File: src/rtl/nopq_pkg.sv
// Shared types, constants and helpers for the note-off priority message queue.
// No dependencies; the cell, top level and testbench refer to this package by scoped names.
`default_nettype none

package nopq_pkg;

    // Default sizing
    localparam int QUEUE_DEPTH  = 32;
    localparam int DRAIN_BUDGET = 8;

    // Status byte class test
    localparam logic [7:0] KIND_MASK     = 8'hF0;
    localparam logic [7:0] NOTE_OFF_KIND = 8'h80;

    // Command codes
    typedef enum logic {
        OP_PUSH  = 1'b0,
        OP_DRAIN = 1'b1
    } t_op;

    // Controller states
    typedef enum logic [1:0] {
        ST_IDLE,
        ST_SCAN,
        ST_FILL,
        ST_FLUSH
    } t_state;

    // One stored message
    typedef struct packed {
        logic [7:0] status;
        logic [7:0] data_one;
        logic [7:0] data_two;
    } t_entry;

    // One result word
    typedef struct packed {
        logic   accepted;
        logic   message_valid;
        t_entry msg;
        logic   last_of_run;
    } t_result;

    // Per-cycle command broadcast to every cell
    typedef struct packed {
        logic shift;     // take the neighbor's entry
        logic load;      // the tail cell loads a new entry
        logic load_head; // load source: 1 = recirculated head, 0 = pushed word
    } t_cell_ctrl;

    function automatic logic is_note_off(input logic [7:0] status);
        return (status & KIND_MASK) == NOTE_OFF_KIND;
    endfunction

endpackage

`default_nettype wire

File: src/rtl/nopq_if.sv
// Valid/ready channel interfaces for the command and result words.
// Does not depend on nopq_pkg; payload fields are plain vectors.
`default_nettype none

interface nopq_cmd_if;
    logic       valid;
    logic       ready;
    logic       operation;
    logic [7:0] status_byte;
    logic [7:0] data_one;
    logic [7:0] data_two;

    modport source (output valid, output operation, output status_byte,
                    output data_one, output data_two, input ready);
    modport sink   (input valid, input operation, input status_byte,
                    input data_one, input data_two, output ready);
endinterface

interface nopq_res_if;
    logic       valid;
    logic       ready;
    logic       accepted;
    logic       message_valid;
    logic [7:0] out_status;
    logic [7:0] out_data_one;
    logic [7:0] out_data_two;
    logic       last_of_run;

    modport source (output valid, output accepted, output message_valid,
                    output out_status, output out_data_one, output out_data_two,
                    output last_of_run, input ready);
    modport sink   (input valid, input accepted, input message_valid,
                    input out_status, input out_data_one, input out_data_two,
                    input last_of_run, output ready);
endinterface

`default_nettype wire

File: src/rtl/nopq_cell.sv
// One queue cell: holds a single message and passes it toward the head.
// Depends on nopq_pkg for t_entry and t_cell_ctrl.
`default_nettype none

module nopq_cell #(
    parameter int DEPTH = nopq_pkg::QUEUE_DEPTH,
    parameter int INDEX = 0
) (
    input  wire logic                      i_clk,
    input  wire nopq_pkg::t_cell_ctrl      i_ctrl,
    input  wire logic [$clog2(DEPTH)-1:0]  i_tail,
    input  wire nopq_pkg::t_entry          i_next,
    input  wire nopq_pkg::t_entry          i_head,
    input  wire nopq_pkg::t_entry          i_push,
    output nopq_pkg::t_entry               o_entry
);

    localparam int IDX_W = $clog2(DEPTH);

    nopq_pkg::t_entry r_entry;
    logic             w_is_tail;

    assign w_is_tail = (i_tail == IDX_W'(INDEX));

    // Load at the tail, otherwise advance from the neighbor
    always_ff @(posedge i_clk) begin
        if (i_ctrl.load && w_is_tail) begin
            r_entry <= i_ctrl.load_head ? i_head : i_push;
        end else if (i_ctrl.shift) begin
            r_entry <= i_next;
        end
    end

    assign o_entry = r_entry;

endmodule

`default_nettype wire

File: src/rtl/note_off_priority_message_queue.sv
// Top level: controller plus a chain of message cells, oldest message in cell 0.
// Depends on nopq_pkg, nopq_if (nopq_cmd_if, nopq_res_if) and nopq_cell.
//
//   channel  dir  word                                            accepted when
//   i_cmd    in   operation, status_byte, data_one, data_two      valid && ready
//   o_res    out  accepted, message_valid, out_status,            valid && ready
//                 out_data_one, out_data_two, last_of_run
//
// A push gives one result word. A drain rotates the chain one cell per cycle while
// the output register is free: a note-off pass over all N stored messages, then,
// if messages and budget remain, a pass over the messages left, then a flush
// state to release the final word.
// Reset is synchronous, active low, and empties the queue; cell contents are not cleared.
// A full output register stalls the rotation; commands are taken only when idle.
`default_nettype none

module note_off_priority_message_queue #(
    parameter int QUEUE_DEPTH  = nopq_pkg::QUEUE_DEPTH,
    parameter int DRAIN_BUDGET = nopq_pkg::DRAIN_BUDGET
) (
    input  wire logic   i_clk,
    input  wire logic   i_rst_n,
    nopq_cmd_if.sink    i_cmd,
    nopq_res_if.source  o_res
);

    localparam int IDX_W  = $clog2(QUEUE_DEPTH);
    localparam int CNT_W  = $clog2(QUEUE_DEPTH + 1);
    localparam int LEFT_W = $clog2(DRAIN_BUDGET + 1);

    nopq_pkg::t_state     r_state, n_state;
    logic [CNT_W-1:0]     r_count, n_count;
    logic [CNT_W-1:0]     r_steps, n_steps;
    logic [LEFT_W-1:0]    r_left, n_left;
    logic                 r_pend_valid, n_pend_valid;
    nopq_pkg::t_entry     r_pend, n_pend;
    logic                 r_out_valid, n_out_valid;
    nopq_pkg::t_result    r_out, n_out;

    nopq_pkg::t_cell_ctrl w_ctrl;
    logic [IDX_W-1:0]     w_tail;
    nopq_pkg::t_entry     w_chain [QUEUE_DEPTH+1];
    nopq_pkg::t_entry     w_head;
    nopq_pkg::t_entry     w_push;
    logic                 w_out_free;
    logic                 w_take;
    logic [CNT_W-1:0]     w_rem;
    logic [LEFT_W-1:0]    w_left_nx;

    // Cell chain
    assign w_chain[QUEUE_DEPTH] = '0;
    assign w_head = w_chain[0];
    assign w_push = '{status: i_cmd.status_byte, data_one: i_cmd.data_one,
                      data_two: i_cmd.data_two};

    for (genvar g = 0; g < QUEUE_DEPTH; g++) begin : g_cell
        nopq_cell #(
            .DEPTH (QUEUE_DEPTH),
            .INDEX (g)
        ) u_cell (
            .i_clk   (i_clk),
            .i_ctrl  (w_ctrl),
            .i_tail  (w_tail),
            .i_next  (w_chain[g+1]),
            .i_head  (w_head),
            .i_push  (w_push),
            .o_entry (w_chain[g])
        );
    end

    assign w_out_free = !r_out_valid || o_res.ready;

    // State and control registers
    always_ff @(posedge i_clk) begin
        if (!i_rst_n) begin
            r_state      <= nopq_pkg::ST_IDLE;
            r_count      <= '0;
            r_steps      <= '0;
            r_left       <= '0;
            r_pend_valid <= 1'b0;
            r_out_valid  <= 1'b0;
        end else begin
            r_state      <= n_state;
            r_count      <= n_count;
            r_steps      <= n_steps;
            r_left       <= n_left;
            r_pend_valid <= n_pend_valid;
            r_out_valid  <= n_out_valid;
        end
    end

    // Payload registers
    always_ff @(posedge i_clk) begin
        r_pend <= n_pend;
        r_out  <= n_out;
    end

    // Next state, cell commands and result words
    always_comb begin
        n_state      = r_state;
        n_count      = r_count;
        n_steps      = r_steps;
        n_left       = r_left;
        n_pend_valid = r_pend_valid;
        n_pend       = r_pend;
        n_out_valid  = r_out_valid && !o_res.ready;
        n_out        = r_out;
        w_ctrl       = '0;
        w_tail       = '0;
        w_take       = 1'b0;
        w_rem        = r_count;
        w_left_nx    = r_left;
        i_cmd.ready  = 1'b0;

        case (r_state)
            nopq_pkg::ST_IDLE: begin
                i_cmd.ready = w_out_free;
                if (i_cmd.valid && w_out_free) begin
                    if (i_cmd.operation == nopq_pkg::OP_PUSH) begin
                        // Store at the tail if there is room
                        n_out_valid = 1'b1;
                        n_out       = '0;
                        n_out.last_of_run = 1'b1;
                        if (r_count != CNT_W'(QUEUE_DEPTH)) begin
                            n_out.accepted = 1'b1;
                            w_ctrl.load    = 1'b1;
                            w_tail         = r_count[IDX_W-1:0];
                            n_count        = r_count + CNT_W'(1);
                        end
                    end else if (r_count == '0) begin
                        // Empty drain gives one blank word
                        n_out_valid = 1'b1;
                        n_out       = '0;
                        n_out.last_of_run = 1'b1;
                    end else begin
                        n_state      = nopq_pkg::ST_SCAN;
                        n_steps      = r_count;
                        n_left       = LEFT_W'(DRAIN_BUDGET);
                        n_pend_valid = 1'b0;
                    end
                end
            end

            nopq_pkg::ST_SCAN, nopq_pkg::ST_FILL: begin
                if (w_out_free) begin
                    w_take = (r_left != '0) &&
                             (nopq_pkg::is_note_off(w_head.status) ==
                              (r_state == nopq_pkg::ST_SCAN));
                    w_ctrl.shift = 1'b1;
                    if (w_take) begin
                        // Drop the head; release the word held before it
                        w_rem        = r_count - CNT_W'(1);
                        w_left_nx    = r_left - LEFT_W'(1);
                        n_count      = w_rem;
                        n_left       = w_left_nx;
                        n_pend       = w_head;
                        n_pend_valid = 1'b1;
                        if (r_pend_valid) begin
                            n_out_valid         = 1'b1;
                            n_out               = '0;
                            n_out.message_valid = 1'b1;
                            n_out.msg           = r_pend;
                        end
                    end else begin
                        // Recirculate the head to the tail
                        w_ctrl.load      = 1'b1;
                        w_ctrl.load_head = 1'b1;
                        w_tail           = IDX_W'(r_count - CNT_W'(1));
                    end
                    n_steps = r_steps - CNT_W'(1);
                    if (r_steps == CNT_W'(1)) begin
                        if (r_state == nopq_pkg::ST_SCAN && w_rem != '0 &&
                            w_left_nx != '0) begin
                            n_state = nopq_pkg::ST_FILL;
                            n_steps = w_rem;
                        end else begin
                            n_state = nopq_pkg::ST_FLUSH;
                        end
                    end
                end
            end

            nopq_pkg::ST_FLUSH: begin
                // Release the final word of the run
                if (w_out_free) begin
                    n_out_valid         = 1'b1;
                    n_out               = '0;
                    n_out.message_valid = 1'b1;
                    n_out.msg           = r_pend;
                    n_out.last_of_run   = 1'b1;
                    n_pend_valid        = 1'b0;
                    n_state             = nopq_pkg::ST_IDLE;
                end
            end

            default: begin
                n_state = nopq_pkg::ST_IDLE;
            end
        endcase
    end

    // Result port
    assign o_res.valid         = r_out_valid;
    assign o_res.accepted      = r_out.accepted;
    assign o_res.message_valid = r_out.message_valid;
    assign o_res.out_status    = r_out.msg.status;
    assign o_res.out_data_one  = r_out.msg.data_one;
    assign o_res.out_data_two  = r_out.msg.data_two;
    assign o_res.last_of_run   = r_out.last_of_run;

`ifndef NO_ASSERTIONS
    a_count_bound: assert property (@(posedge i_clk) disable iff (!i_rst_n)
        r_count <= CNT_W'(QUEUE_DEPTH))
        else $error("fill count above queue depth");

    a_idle_no_pend: assert property (@(posedge i_clk) disable iff (!i_rst_n)
        r_state == nopq_pkg::ST_IDLE |-> !r_pend_valid)
        else $error("held word left over after a drain");

    a_drain_no_grow: assert property (@(posedge i_clk) disable iff (!i_rst_n)
        (r_state == nopq_pkg::ST_SCAN || r_state == nopq_pkg::ST_FILL)
        |=> r_count <= $past(r_count))
        else $error("fill count grew during a drain");

    a_steps_bound: assert property (@(posedge i_clk) disable iff (!i_rst_n)
        (r_state == nopq_pkg::ST_SCAN || r_state == nopq_pkg::ST_FILL)
        |-> (r_steps != '0 && r_steps <= r_count))
        else $error("rotation step count out of range");

    a_flush_has_word: assert property (@(posedge i_clk) disable iff (!i_rst_n)
        r_state == nopq_pkg::ST_FLUSH |-> r_pend_valid)
        else $error("drain ended with no word taken");
`endif

endmodule

`default_nettype wire

File: src/flat_wrapper.sv
// flat-port wrapper written by rule: the top's interface ports become plain ports
module note_off_priority_message_queue_flat 
#(
    parameter int QUEUE_DEPTH  = nopq_pkg::QUEUE_DEPTH,
    parameter int DRAIN_BUDGET = nopq_pkg::DRAIN_BUDGET
)
  (i_clk, i_rst_n, i_cmd_valid, i_cmd_operation, i_cmd_status_byte, i_cmd_data_one, i_cmd_data_two, i_cmd_ready, o_res_valid, o_res_accepted, o_res_message_valid, o_res_out_status, o_res_out_data_one, o_res_out_data_two, o_res_last_of_run, o_res_ready);
  nopq_cmd_if i_cmd_i ();
  nopq_res_if o_res_i ();
  input  wire logic i_clk;
  input  wire logic i_rst_n;
  input wire logic [$bits(i_cmd_i.valid)-1:0] i_cmd_valid;
  input wire logic [$bits(i_cmd_i.operation)-1:0] i_cmd_operation;
  input wire logic [$bits(i_cmd_i.status_byte)-1:0] i_cmd_status_byte;
  input wire logic [$bits(i_cmd_i.data_one)-1:0] i_cmd_data_one;
  input wire logic [$bits(i_cmd_i.data_two)-1:0] i_cmd_data_two;
  output wire logic [$bits(i_cmd_i.ready)-1:0] i_cmd_ready;
  output wire logic [$bits(o_res_i.valid)-1:0] o_res_valid;
  output wire logic [$bits(o_res_i.accepted)-1:0] o_res_accepted;
  output wire logic [$bits(o_res_i.message_valid)-1:0] o_res_message_valid;
  output wire logic [$bits(o_res_i.out_status)-1:0] o_res_out_status;
  output wire logic [$bits(o_res_i.out_data_one)-1:0] o_res_out_data_one;
  output wire logic [$bits(o_res_i.out_data_two)-1:0] o_res_out_data_two;
  output wire logic [$bits(o_res_i.last_of_run)-1:0] o_res_last_of_run;
  input wire logic [$bits(o_res_i.ready)-1:0] o_res_ready;
  assign i_cmd_i.valid = i_cmd_valid;
  assign i_cmd_i.operation = i_cmd_operation;
  assign i_cmd_i.status_byte = i_cmd_status_byte;
  assign i_cmd_i.data_one = i_cmd_data_one;
  assign i_cmd_i.data_two = i_cmd_data_two;
  assign i_cmd_ready = i_cmd_i.ready;
  assign o_res_valid = o_res_i.valid;
  assign o_res_accepted = o_res_i.accepted;
  assign o_res_message_valid = o_res_i.message_valid;
  assign o_res_out_status = o_res_i.out_status;
  assign o_res_out_data_one = o_res_i.out_data_one;
  assign o_res_out_data_two = o_res_i.out_data_two;
  assign o_res_last_of_run = o_res_i.last_of_run;
  assign o_res_i.ready = o_res_ready;
  note_off_priority_message_queue #(.QUEUE_DEPTH(QUEUE_DEPTH), .DRAIN_BUDGET(DRAIN_BUDGET)) u_core (.i_clk(i_clk), .i_rst_n(i_rst_n), .i_cmd(i_cmd_i), .o_res(o_res_i));
endmodule
File: config.mk
export PLATFORM = sky130hd
export DESIGN_NAME = note_off_priority_message_queue_flat
export DESIGN_NICKNAME = d
export VERILOG_FILES = /design/src/rtl/nopq_pkg.sv /design/src/rtl/nopq_if.sv /design/src/rtl/nopq_cell.sv /design/src/rtl/note_off_priority_message_queue.sv /design/src/flat_wrapper.sv
export SDC_FILE = /design/constraint.sdc
export NUM_CORES = 1
export LEC_CHECK = 0
export BUFFER_PORTS_ARGS = -buffer_cell sky130_fd_sc_hd__buf_2
export CORE_MARGIN = 2
export CORE_UTILIZATION = 55
export CTS_BUF_LIST = sky130_fd_sc_hd__clkbuf_4
export DETAILED_ROUTE_END_ITERATION = 10
export PLACE_DENSITY_LB_ADDON = 0.08
export SLEW_MARGIN = 0
export SYNTH_ARGS = -nofsm -noshare
export SYNTH_HDL_FRONTEND = slang
export SYNTH_SLANG_ARGS = --single-unit
File: constraint.sdc
create_clock -name i_clk -period 6 [get_ports i_clk]
set_input_delay 0.9 -clock i_clk [delete_from_list [all_inputs] [get_ports i_clk]]
set_output_delay 0.9 -clock i_clk [all_outputs]
set_load 0.005 [all_outputs]
# [Word-level counts from Yosys, hierarchy flattened]
# Cells that the tools add are included.
[op_classes] n_reduce_logical=86 n_eq_ne=49 addsub=4 mux=132
[op_table] op="2-to-1 mux 24 bit" n=65
[op_table] op="2-to-1 mux 27 bit" n=7
[op_table] op="case mux 27 bit (3 select lines)" n=1
[op_table] op="equality test 5 bit, second input constant" n=16
[op_table] op="2-to-1 mux 6 bit" n=12
[op_table] op="nonzero test 2 bit" n=33
[op_table] op="equality test 5 x 4 -> 1 bit, second input constant" n=8
[op_table] op="logical AND 1 bit" n=37
[op_table] op="2-to-1 mux 5 bit" n=5
[op_table] op="2-to-1 mux 4 bit" n=6
[op_table] op="case mux 6 bit (2 select lines)" n=2
[op_table] op="equality test 5 x 3 -> 1 bit, second input constant" n=4
[op_table] op="2-to-1 mux 1 bit" n=20
[op_table] op="AND reduction 6 bit" n=3
[op_table] op="2-to-1 mux 2 bit" n=7
[op_table] op="!= test 2 x 1 -> 1 bit, second input constant" n=7
[op_table] op="subtractor 6 x 1 -> 6 bit, second input constant" n=2
[op_table] op="equality test 5 x 2 -> 1 bit, second input constant" n=2
[op_table] op="case mux 5 bit (2 select lines)" n=1
[op_table] op="AND reduction 5 bit" n=2
[op_table] op="case mux 4 bit (2 select lines)" n=1
[op_table] op="nonzero test 4 bit" n=2
[op_table] op="adder 6 x 1 -> 6 bit, second input constant" n=1
[op_table] op="equality test 6 x 1 -> 1 bit, second input constant" n=1
[op_table] op="21 further kinds" n=26
[word_totals] input_bits=29 output_inout_bits=29 reg_bits=839 word_cells=382

# [Depth between registers and ports, before layout]
# Gate-level depths: netlist of run 1.
[logic_depth] depth_word=13 ltp_mapped=15 depth_no_buf=12

# [Cells and area by module]
# Synthesis of run 1 repeated with hierarchy kept, for this count alone.
[hier_totals] hier_cells=2919 hier_area_um2=48500.3
[modules_own_cells] module="nopq_cell (u_core.g_cell[21].u_cell ...)" seq_area_each_um2=720.7 cells_each=81 area_each_um2=1426.4 instances=4
[modules_own_cells] module="nopq_cell (u_core.g_cell[1].u_cell ...)" seq_area_each_um2=720.7 cells_each=80 area_each_um2=1418.9 instances=4
[modules_own_cells] module="nopq_cell (u_core.g_cell[10].u_cell ...)" seq_area_each_um2=720.7 cells_each=80 area_each_um2=1415.1 instances=4
[modules_own_cells] module="nopq_cell (u_core.g_cell[11].u_cell ...)" seq_area_each_um2=720.7 cells_each=80 area_each_um2=1347.5 instances=4
[modules_own_cells] module="nopq_cell (u_core.g_cell[15].u_cell ...)" seq_area_each_um2=720.7 cells_each=80 area_each_um2=1332.5 instances=3
[modules_own_cells] module="note_off_priority_message_queue" seq_area_each_um2=1931.9 cells_each=347 area_each_um2=3594.7 instances=1
[modules_own_cells] module="nopq_cell (u_core.g_cell[29].u_cell ...)" seq_area_each_um2=720.7 cells_each=81 area_each_um2=1530.2 instances=2
[modules_own_cells] module="nopq_cell (u_core.g_cell[20].u_cell ...)" seq_area_each_um2=720.7 cells_each=81 area_each_um2=1420.1 instances=2
[modules_own_cells] module="nopq_cell (u_core.g_cell[17].u_cell ...)" seq_area_each_um2=720.7 cells_each=80 area_each_um2=1361.3 instances=2
[modules_own_cells] module="nopq_cell (u_core.g_cell[31].u_cell)" seq_area_each_um2=720.7 cells_each=81 area_each_um2=1512.7 instances=1
[modules_own_cells] module="nopq_cell (u_core.g_cell[16].u_cell)" seq_area_each_um2=720.7 cells_each=81 area_each_um2=1422.6 instances=1
[modules_own_cells] module="nopq_cell (u_core.g_cell[3].u_cell)" seq_area_each_um2=720.7 cells_each=81 area_each_um2=1418.9 instances=1
[modules_own_cells] module="nopq_cell (u_core.g_cell[12].u_cell)" seq_area_each_um2=720.7 cells_each=80 area_each_um2=1416.4 instances=1
[modules_own_cells] module="nopq_cell (u_core.g_cell[0].u_cell)" seq_area_each_um2=720.7 cells_each=80 area_each_um2=1398.8 instances=1
[modules_own_cells] module="+2 rows"

# [Least setup slack after synthesis of run 1]
# Ideal clock, no wire load.
[synth_timing] path_type="flip-flop to flip-flop" startpoint="reg u_core.g_cell[0].u_cell.r_entry (netlist bit u_core.g_cell[0].u_cell.o_entry[21])" endpoint="reg u_core.r_out (netlist bit u_core.o_res.accepted), enable pin" t_required_ps=5544 stages_incl_launch_ff=7 path_buffers=1 arrival_time_ps=3802 synth_period_minus_slack_ps=4258 setup_slack_ps=1742 path_cell_list="edfxtp_1 -> nor4b_4 -> xnor2_1 -> buf_2 -> nor2_1 -> nand3_1 -> a221oi_1"
[synth_between] elab_chain_cells=5
[synth_rtl] item="start: declaration" line_no="nopq_cell.sv:20" source="nopq_pkg::t_entry r_entry;"
[synth_rtl] item="start signal: assignment" line_no="nopq_cell.sv:28" source="r_entry <= i_ctrl.load_head ? i_head : i_push;"
[synth_rtl] item="start signal: assignment" line_no="nopq_cell.sv:30" source="r_entry <= i_next;"
[synth_rtl] item="equality test 4 bit" line_no="nopq_pkg.sv:52" source="return (status & KIND_MASK) == NOTE_OFF_KIND;"
[synth_rtl] item="equality test 1 bit" line_no="note_off_priority_message_queue.sv:147" source="(nopq_pkg::is_note_off(w_head.status) =="
[synth_rtl] item="logical AND 1 bit" line_no="note_off_priority_message_queue.sv:146" source="w_take = (r_left != '0) &&"
[synth_rtl] item="!= test 2 x 1 -> 1 bit (no line)"
[synth_rtl] item="AND reduction 6 bit (no line)"
[synth_rtl] item="end signal: assignment" line_no="note_off_priority_message_queue.sv:95" source="r_out <= n_out;"
[synth_rtl] item="end: declaration" line_no="note_off_priority_message_queue.sv:38" source="nopq_pkg::t_result r_out, n_out;"
# Every way passes these cells.
# A chain may end at the register's enable or synchronous reset.

# [Worst setup path after layout of run 1]
[layout_timing] startpoint="reg u_core.g_cell[0].u_cell.r_entry (netlist bit u_core.g_cell[0].u_cell.o_entry[21])" endpoint="reg u_core.g_cell[12].u_cell.r_entry (netlist bit u_core.g_cell[12].u_cell.o_entry[11]), enable pin"
[layout_between] elab_chain_cells=9
[layout_rtl] item="equality test 4 bit *" line_no="nopq_pkg.sv:52"
[layout_rtl] item="equality test 1 bit *" line_no="note_off_priority_message_queue.sv:147"
[layout_rtl] item="logical AND 1 bit *" line_no="note_off_priority_message_queue.sv:146"
[layout_rtl] item="2-to-1 mux 5 bit" line_no="note_off_priority_message_queue.sv:150" source="if (w_take) begin"
[layout_rtl] item="2-to-1 mux 5 bit" line_no="note_off_priority_message_queue.sv:145" source="if (w_out_free) begin"
[layout_rtl] item="case mux 5 bit (2 select lines)" line_no="note_off_priority_message_queue.sv:115" source="case (r_state)"
[layout_rtl] item="equality test 5 x 4 -> 1 bit" line_no="nopq_cell.sv:23" source="assign w_is_tail = (i_tail == IDX_W'(INDEX));"
[layout_rtl] item="logical AND 1 bit *" line_no="nopq_cell.sv:27" source="if (i_ctrl.load && w_is_tail) begin"
[layout_rtl] item="nonzero test 2 bit (no line) *"
[layout_rtl] item="end signal: assignment" line_no="nopq_cell.sv:28"
[layout_rtl] item="end signal: assignment" line_no="nopq_cell.sv:30"
[layout_rtl] item="end: declaration" line_no="nopq_cell.sv:20"
# Every way passes the cells marked *; elsewhere a longest branch is shown, timed or not.

==> impl_metrics.py, run 1 <==
metrics = {
    "logic_synthesis": {
        "async_reset_ff_frac": 0,
        "synth_area_mm2": 0.0379,
        "synth.distinct_cells": 86,
        "avgSynthCellArea_um2": 17.5,
        "ys.flop_type": "edfxtp_1",
        "syn_nets": 2202,
        "synthTopCellsByArea": "edfxtp_1, mux2_1, mux2_2, mux2_4, dfxtp_1",
        "synth_edf_count": 819,
        "synthCells": 2163,
        "yosys.area.top_type": "edfxtp_1",
        "yosysSeqAreaShare": 0.659,
        "yosysWarnings": 0,
        "synth_top_area_frac": 0.649,
        "ys_ff_latch": 839,
    },
    "cts": {
        "cts-root-buf": "clkbuf_4",
        "clk_pin_slew_ns": 0.07,
        "max-clock-path-buffers": 3,
        "post-cts-setup-buffer-count": 0,
        "cts_resized": 0,
        "worstSkewPairLatency_ns": 1.06,
        "cts_hold_buf": 0,
        "h-tree-depth": 4,
        "cts_buffers": 213,
        "clock_sinks": 839,
        "cts_tree": "done",
    },
    "place": {
        "dp_slack_ns": 1.31,
        "dp_hpwl_um": 52600,
        "io_buffer_count": 57,
        "gp_congestion": 0.900,
    },
    "global_routing": {
        "grt_usage": 0.247,
        "grt_overflow": 0,
        "grt_pass1_wl_um": 128000,
        "grt_util_met3": 0.0650,
        "grt_max_degree": 33,
        "grt-busiest-layer": "met2",
        "gr-usage-met1": 0.340,
        "antenna_found_initial": 7,
        "met2_usage": 0.379,
        "grt_pass1_vias": 20300,
    },
    "setup_path": {
        "crit_type": "reg -> reg",
        "required_ns": 6.63,
        "reg2reg_slack_ns": 1.22,
        "r2r_start": "u_core.g_cell[0].u_cell.o_entry[21]$_DFFE_PP_",
        "cp_max_fo": 25,
        "r2r_cells": 11,
        "start_kind": "flop",
        "cp-endpoint": "u_core.g_cell[12].u_cell.o_entry[11]$_DFFE_PP_",
        "r2r_end": "u_core.g_cell[12].u_cell.o_entry[11]$_DFFE_PP_",
        "critPathLaunch": "u_core.g_cell[0].u_cell.o_entry[21]$_DFFE_PP_",
        "arrival_ns": 5.41,
        "setup.worst_path.end_class": "flop",
    },
    "die": {
        "coreArea_mm2": 0.0685,
        "pin_count": 58,
        "die_w_um": 267,
        "die_h_um": 267,
        "die_area_mm2": 0.0710,
        "placementRows": 96,
        "initial_utilization": 0.554,
    },
    "status": {
        "status": "finished, final reports clean",
    },
    "flow_run": {
        "maxCapViolations": 0,
    },
    "sta": {
        "hold_viol_final": 0,
        "setup-tns-final_ns": 0,
        "fin_crit_sh": 0.797,
        "slew_headroom": 0.228,
        "rsz0062_at_grt": "false",
        "setup_viol": 0,
        "worst_pin_slew_ns": 1.16,
        "min_period_ns": 4.78,
        "max_freq_mhz": 209,
        "hold_slack_ns": 0.246,
        "timing.final.ws_setup_ns": 1.22,
        "skew_ns": 0.0881,
        "slew_violations": 0,
    },
    "route": {
        "detail-route-antenna-nets": 0,
        "drc": 0,
        "dr.pass1.iters": 7,
        "drt-initial-drc-count": 1664,
        "vias": 19700,
        "viasPerCell": 5.87,
        "wirelength_um": 85700,
        "drt-wirelength-per-cell_um": 25.5,
    },
    "power": {
        "p_total_mw": 20.0,
        "seqPwrFrac": 0.490,
        "ir_drop_uv": 322,
        "internal_power_mw": 13.5,
        "clock_power_share": 0.241,
        "pwr-share-comb": 0.269,
        "p_sw_mw": 6.50,
        "power_leakage_nw": 14.6,
        "power_density_mw_per_mm2": 483,
        "p_sw_frac": 0.324,
    },
    "finish": {
        "synthToLayoutAreaGrowth_pct": 9.49,
        "final_cell_mix": "edfxtp_1, mux2_1, clkbuf_4",
        "n_fill_cell": 5111,
        "final_common_cell": "edfxtp_1",
        "nNetsFinal": 2364,
        "drive_above_1_share": 0.369,
    },
    "worst_hold_path": {
        "min_path_type": "in -> reg",
        "hold_start": "i_rst_n",
    },
}
[registers in the layout, indices dropped and copies added, names as in the netlist]
signal / count
u_core.r_left: 4
u_core.r_count: 6
u_core.o_res.last_of_run: 1
u_core.r_pend_valid: 1
u_core.r_steps: 6
u_core.r_state: 2
u_core.r_pend: 24
u_core.g_cell.u_cell.o_entry: 768
u_core.o_res.message_valid: 1
u_core.o_res.accepted: 1
u_core.o_res.out_data_one: 8
u_core.o_res.valid: 1
u_core.o_res.out_status: 8
u_core.o_res.out_data_two: 8
[cell type report]
class                   instances  area (um2)  share of cell area
diodes                          5        12.5            0.000301
clock buffers                 314        2360              0.0568
clock inverters                49         317             0.00763
inverters                      17        63.8             0.00154
multi-input cells            1125       11800               0.284
flip-flops and latches        839       25000               0.602
well taps                     882        1100              0.0266
repair buffers                129         876              0.0211
[worst min-delay path by stage]
stage | end | cells after the start | slack (ns)
6_report | u_core.r_count[5]$_SDFFE_PN0P_ | 2 | 0.25
4_1_cts | u_core.r_count[5]$_SDFFE_PN0P_ | 2 | 0.11
5_1_grt | u_core.r_left[1]$_SDFFE_PN0P_ | 2 | 0.16
3_5_place_dp | u_core.r_pend[6]$_DFFE_PP_ | 0 | 0.43
2_1_floorplan | u_core.r_pend[0]$_DFFE_PP_ | 0 | 0.42
3_3_place_gp | u_core.r_pend[1]$_DFFE_PP_ | 0 | 0.45
[power groups by stage]
stage               Clock, mW  Combinational [mW]  Sequential [mW]
global placement            0                5.31             9.91
CTS                      4.94                5.43             9.83
global route             5.23                5.81             9.95
floorplan                   0                3.58             9.61
finish                   4.83                5.38             9.83
detailed placement          0                5.38             9.93
[stage by stage]
step           instances  area [um2]  utilization
2_1_floorplan       2163       37900            -
4_1_cts             3355       41500        0.606
3_3_place_gp        2992       38800        0.567
3_5_place_dp        2992       38800        0.567
6_report            3360       41500        0.606
5_1_grt             3357       41500        0.606
[Yosys cell counts, types with 3 or more instances]
master and n:
and3_1 4, clkbuf_1 89, xor2_1 5, mux2_4 115, a31oi_1 4, nand4_1 5
buf_8 3, nand4_2 4, and2_1 29, o21a_1 4, a211oi_2 3, xnor2_1 4
or3_1 4, edfxtp_1 819, buf_6 31, nor3_1 15, a211oi_1 3, o31ai_1 3
buf_2 34, buf_4 22, a311oi_1 3, mux2_1 380, nand2_1 41, nor2b_1 28
ha_1 10, nand4_4 14, inv_1 16, nor4_1 4, nand3_1 18, o21ai_0 13
mux2i_1 3, mux2_2 274, a2111oi_0 3, and4_1 15, dfxtp_1 20, or2_2 11
nor2_1 28, a21oi_1 22
[per-layer routing]
metal / up-vias / share of wire / wire length [um]
li1: 8840 / - / -
met1: 10000 / 0.44 / 38000
met2: 664 / 0.46 / 39300
met3: 161 / 0.071 / 6100
met4: 2 / 0.027 / 2280
met5: - / 0.000093 / 8
[worst max-delay path: stages, from the launching register on]
cell      delay, ns
edfxtp_1       0.45
nor4b_4        0.61
xnor2_1        0.13
buf_4          0.20
nor2_1         0.38
inv_1          0.21
ha_1           0.30
a32oi_4        0.31
a31o_1         0.66
and4_1         0.28
buf_4          0.29
or2_2          0.52
[cell families (layout without fill, tap and decap cells)]
logic type / after synthesis / count (layout) / synth area share
compound gates: 94 / 94 / 0.0202
xor+xnor: 10 / 10 / 0.00251
fa+ha+maj: 10 / 10 / 0.00330
buf+inv: 199 / 509 / 0.0305
flops: 839 / 839 / 0.659
mux: 772 / 772 / 0.241
other cells: 0 / 5 / 0
simple gates: 239 / 239 / 0.0437
Note: power is estimated with default switching activity, not from simulation.
==> run 2, diff against run 1 <==
--- a/config.mk
+++ b/config.mk
@@ -5,6 +5,7 @@
 export SDC_FILE = /design/constraint.sdc
 export NUM_CORES = 1
 export LEC_CHECK = 0
+export ABC_AREA = 1
 export BUFFER_PORTS_ARGS = -buffer_cell sky130_fd_sc_hd__buf_2
 export CORE_MARGIN = 2
 export CORE_UTILIZATION = 55
==> constraint.sdc (replaced) <==
create_clock -name i_clk -period 4.45 [get_ports i_clk]
set_input_delay 0.6675 -clock i_clk [delete_from_list [all_inputs] [get_ports i_clk]]
set_output_delay 0.6675 -clock i_clk [all_outputs]
set_load 0.005 [all_outputs]
==> impl_metrics.py, run 2 <==
metrics = {
    "finish": {
        "final_common_cell": "nand2_1",
        "fin_cells": 4130,
        "synthToLayoutAreaGrowth_pct": 11.0,
        "post-route-cell-area_mm2": 0.0388,
        "multiInputGateArea_mm2": 0.00887,
        "n_fill_cell": 5168,
        "final_cell_mix": "nand2_1, edfxtp_1, o21ai_0",
        "drive_above_1_share": 0.173,
        "largest_reg_flops": 768,
        "regArea_mm2": 0.0250,
        "nNetsFinal": 3186,
    },
    "logic_synthesis": {
        "netlist_top_cells_count": "nand2_1, edfxtp_1, o21ai_0",
        "avgSynthCellArea_um2": 11.6,
        "yosysWarnings": 0,
        "synth-adder-area-share": 0.00358,
        "synth_top_family_by_area": "compound AO/OA/AOI/OAI gates",
        "yosys.area.top_type": "edfxtp_1",
        "syn_nets": 3065,
        "synth_most_common_cell": "nand2_1",
        "synth_edf_count": 819,
        "synth_compound_area_frac": 0.117,
        "ys_ff_latch": 839,
        "synthTopCellsByArea": "edfxtp_1, nand2_1, o21ai_0, o21ai_1, clkbuf_1",
        "synth_mux_area_frac": 0.00658,
        "yosys.area_share.xor_xnor": 0.00200,
        "synth_top_area_frac": 0.703,
        "synthCells": 3026,
        "yosysSeqAreaShare": 0.715,
        "ys.flop_type": "edfxtp_1",
        "synth.distinct_cells": 42,
        "synth_area_mm2": 0.0350,
        "synth-simple-area-share": 0.115,
        "async_reset_ff_frac": 0,
    },
    "sta": {
        "fin_crit_sh": 0.799,
        "slew_headroom": 0.158,
        "worst_pin_slew_ns": 1.24,
        "rsz0062_at_grt": "false",
        "slew_violations": 0,
        "setup-tns-final_ns": 0,
        "max_freq_mhz": 281,
        "skew_ns": 0.0522,
        "min_period_ns": 3.56,
        "setup_viol": 0,
        "hold_viol_final": 0,
    },
    "flow_run": {
        "maxCapViolations": 0,
    },
    "cts": {
        "clk_pin_slew_ns": 0.07,
        "max-clock-path-buffers": 3,
        "clock_sinks": 839,
        "cts-root-buf": "clkbuf_4",
        "worstSkewPairLatency_ns": 1.05,
        "post-cts-setup-buffer-count": 0,
        "h-tree-depth": 4,
        "cts_tree": "done",
        "cts_buffers": 209,
    },
    "status": {
        "status": "finished, final reports clean",
    },
    "die": {
        "die_area_mm2": 0.0656,
        "pin_count": 58,
        "initial_utilization": 0.556,
        "coreArea_mm2": 0.0630,
        "die_w_um": 256,
        "die_h_um": 256,
        "placementRows": 92,
    },
    "global_routing": {
        "grt_pass1_wl_um": 125000,
        "grt_pass1_vias": 22800,
        "grt_usage": 0.245,
        "antenna_found_initial": 6,
        "grt_max_degree": 50,
        "grt_overflow": 0,
    },
    "place": {
        "io_buffer_count": 57,
        "gp_congestion": 0.876,
        "place_area_mm2": 0.0362,
        "dp.cells": 3779,
        "dp_hpwl_um": 48600,
    },
    "setup_path": {
        "arrival_ns": 4.24,
        "critPathLaunch": "u_core.r_state[1]$_SDFFE_PN0P_",
        "required_ns": 5.14,
        "start_kind": "flop",
        "crit_type": "reg -> reg",
        "r2r_start": "u_core.r_state[1]$_SDFFE_PN0P_",
        "reg2reg_slack_ns": 0.89,
        "cp_max_fo": 49,
        "setup.worst_path.end_class": "flop",
        "r2r_cells": 17,
    },
    "route": {
        "detail-route-antenna-nets": 0,
        "drc": 0,
        "viasPerCell": 5.58,
        "wirelength_um": 79500,
        "drt-wirelength-per-cell_um": 19.2,
        "vias": 23000,
        "dr.pass1.iters": 7,
        "drt-initial-drc-count": 2066,
    },
    "worst_hold_path": {
        "min_path_type": "in -> reg",
        "min_path_cells": 3,
        "hold_start": "i_cmd_data_two[3]",
    },
    "power": {
        "power_density_mw_per_mm2": 854,
        "ir_drop_uv": 446,
        "power_leakage_nw": 15.3,
    },
}
==> run 2: changes by cell type in the layout (fill, tap and decap cells not counted), moves of 115 or more <==
cell / before / now
mux2_4: 115 / 0
nand2_1: 41 / 865
mux2_2: 274 / 0
o21ai_0: 13 / 559
mux2_1: 380 / 0
o21ai_1: 1 / 204
==> run 2: per-layer routing <==
| layer | GRT usage | part of all wire |
|---|---|---|
| met5 | 0 | 0 |
| met3 | 0.0521 | 0.062 |
| met2 | 0.389 | 0.48 |
| met4 | 0.0919 | 0.024 |
| met1 | 0.336 | 0.44 |
==> run 2: kinds of logic after synthesis <==
family | count (synthesis)
adder cells (fa/ha/maj) | 10
multiplexers | 23
XOR/XNOR | 8
buffers and inverters | 326
AO/OA/AOI/OAI | 803
AND/OR/NAND/NOR | 1017
flip-flops | 839
==> run 2: timing repair <==
action,in CTS,in global routing
hold endpoints to repair,13,0
endpoints found under the setup margin,0,0
hold buffers,3,0
resized for setup,0,0
==> run 2: worst paths after layout <==
path                                                   end
max          u_core.g_cell[23].u_cell.o_entry[0]$_DFFE_PP_
max reg2reg  u_core.g_cell[23].u_cell.o_entry[0]$_DFFE_PP_
min           u_core.g_cell[0].u_cell.o_entry[3]$_DFFE_PP_
min reg2reg                    u_core.r_pend[23]$_DFFE_PP_
==> run 2: stage by stage <==
stage / utilization / worst slack (ns) / power (mW) / hold WS, ns
CTS: 0.617 / 0.944 / 33.4 / 0.0184
detailed placement: 0.575 / 0.923 / 27.0 / 0.445
finish: 0.617 / 0.893 / 33.2 / 0.111
global route: 0.617 / 0.600 / 35.4 / 0.0636
global placement: 0.575 / 0.961 / 26.8 / 0.435
floorplan: - / 1.27 / 22.8 / 0.426
==> run 2: layout make-up <==
cell class,count,area share
diodes,4,0.000258
clock buffers,312,0.0603
clock inverters,32,0.00567
inverters,83,0.00805
multi-input cells,1861,0.228
flip-flops and latches,839,0.644
well taps,846,0.0273
repair buffers,153,0.0264
==> run 2: power by group <==
group          internal (mW)  switching, mW
logic                   2.95           7.38
registers               15.2           1.39
clock network           3.28           3.00
==> run 2: critical path, cell delays in order, from the launching register on <==
cell,delay (ns)
dfxtp_1,0.34
inv_1,0.07
ha_1,0.21
inv_1,0.11
nand3_2,0.18
nand3_4,0.26
ha_1,0.21
inv_1,0.05
o22ai_2,0.30
nand2_2,0.13
inv_2,0.11
nand2_2,0.09
inv_2,0.11
nand2_1,0.08
nor2_1,0.14
inv_2,0.27
nand2_1,0.22
buf_4,0.30
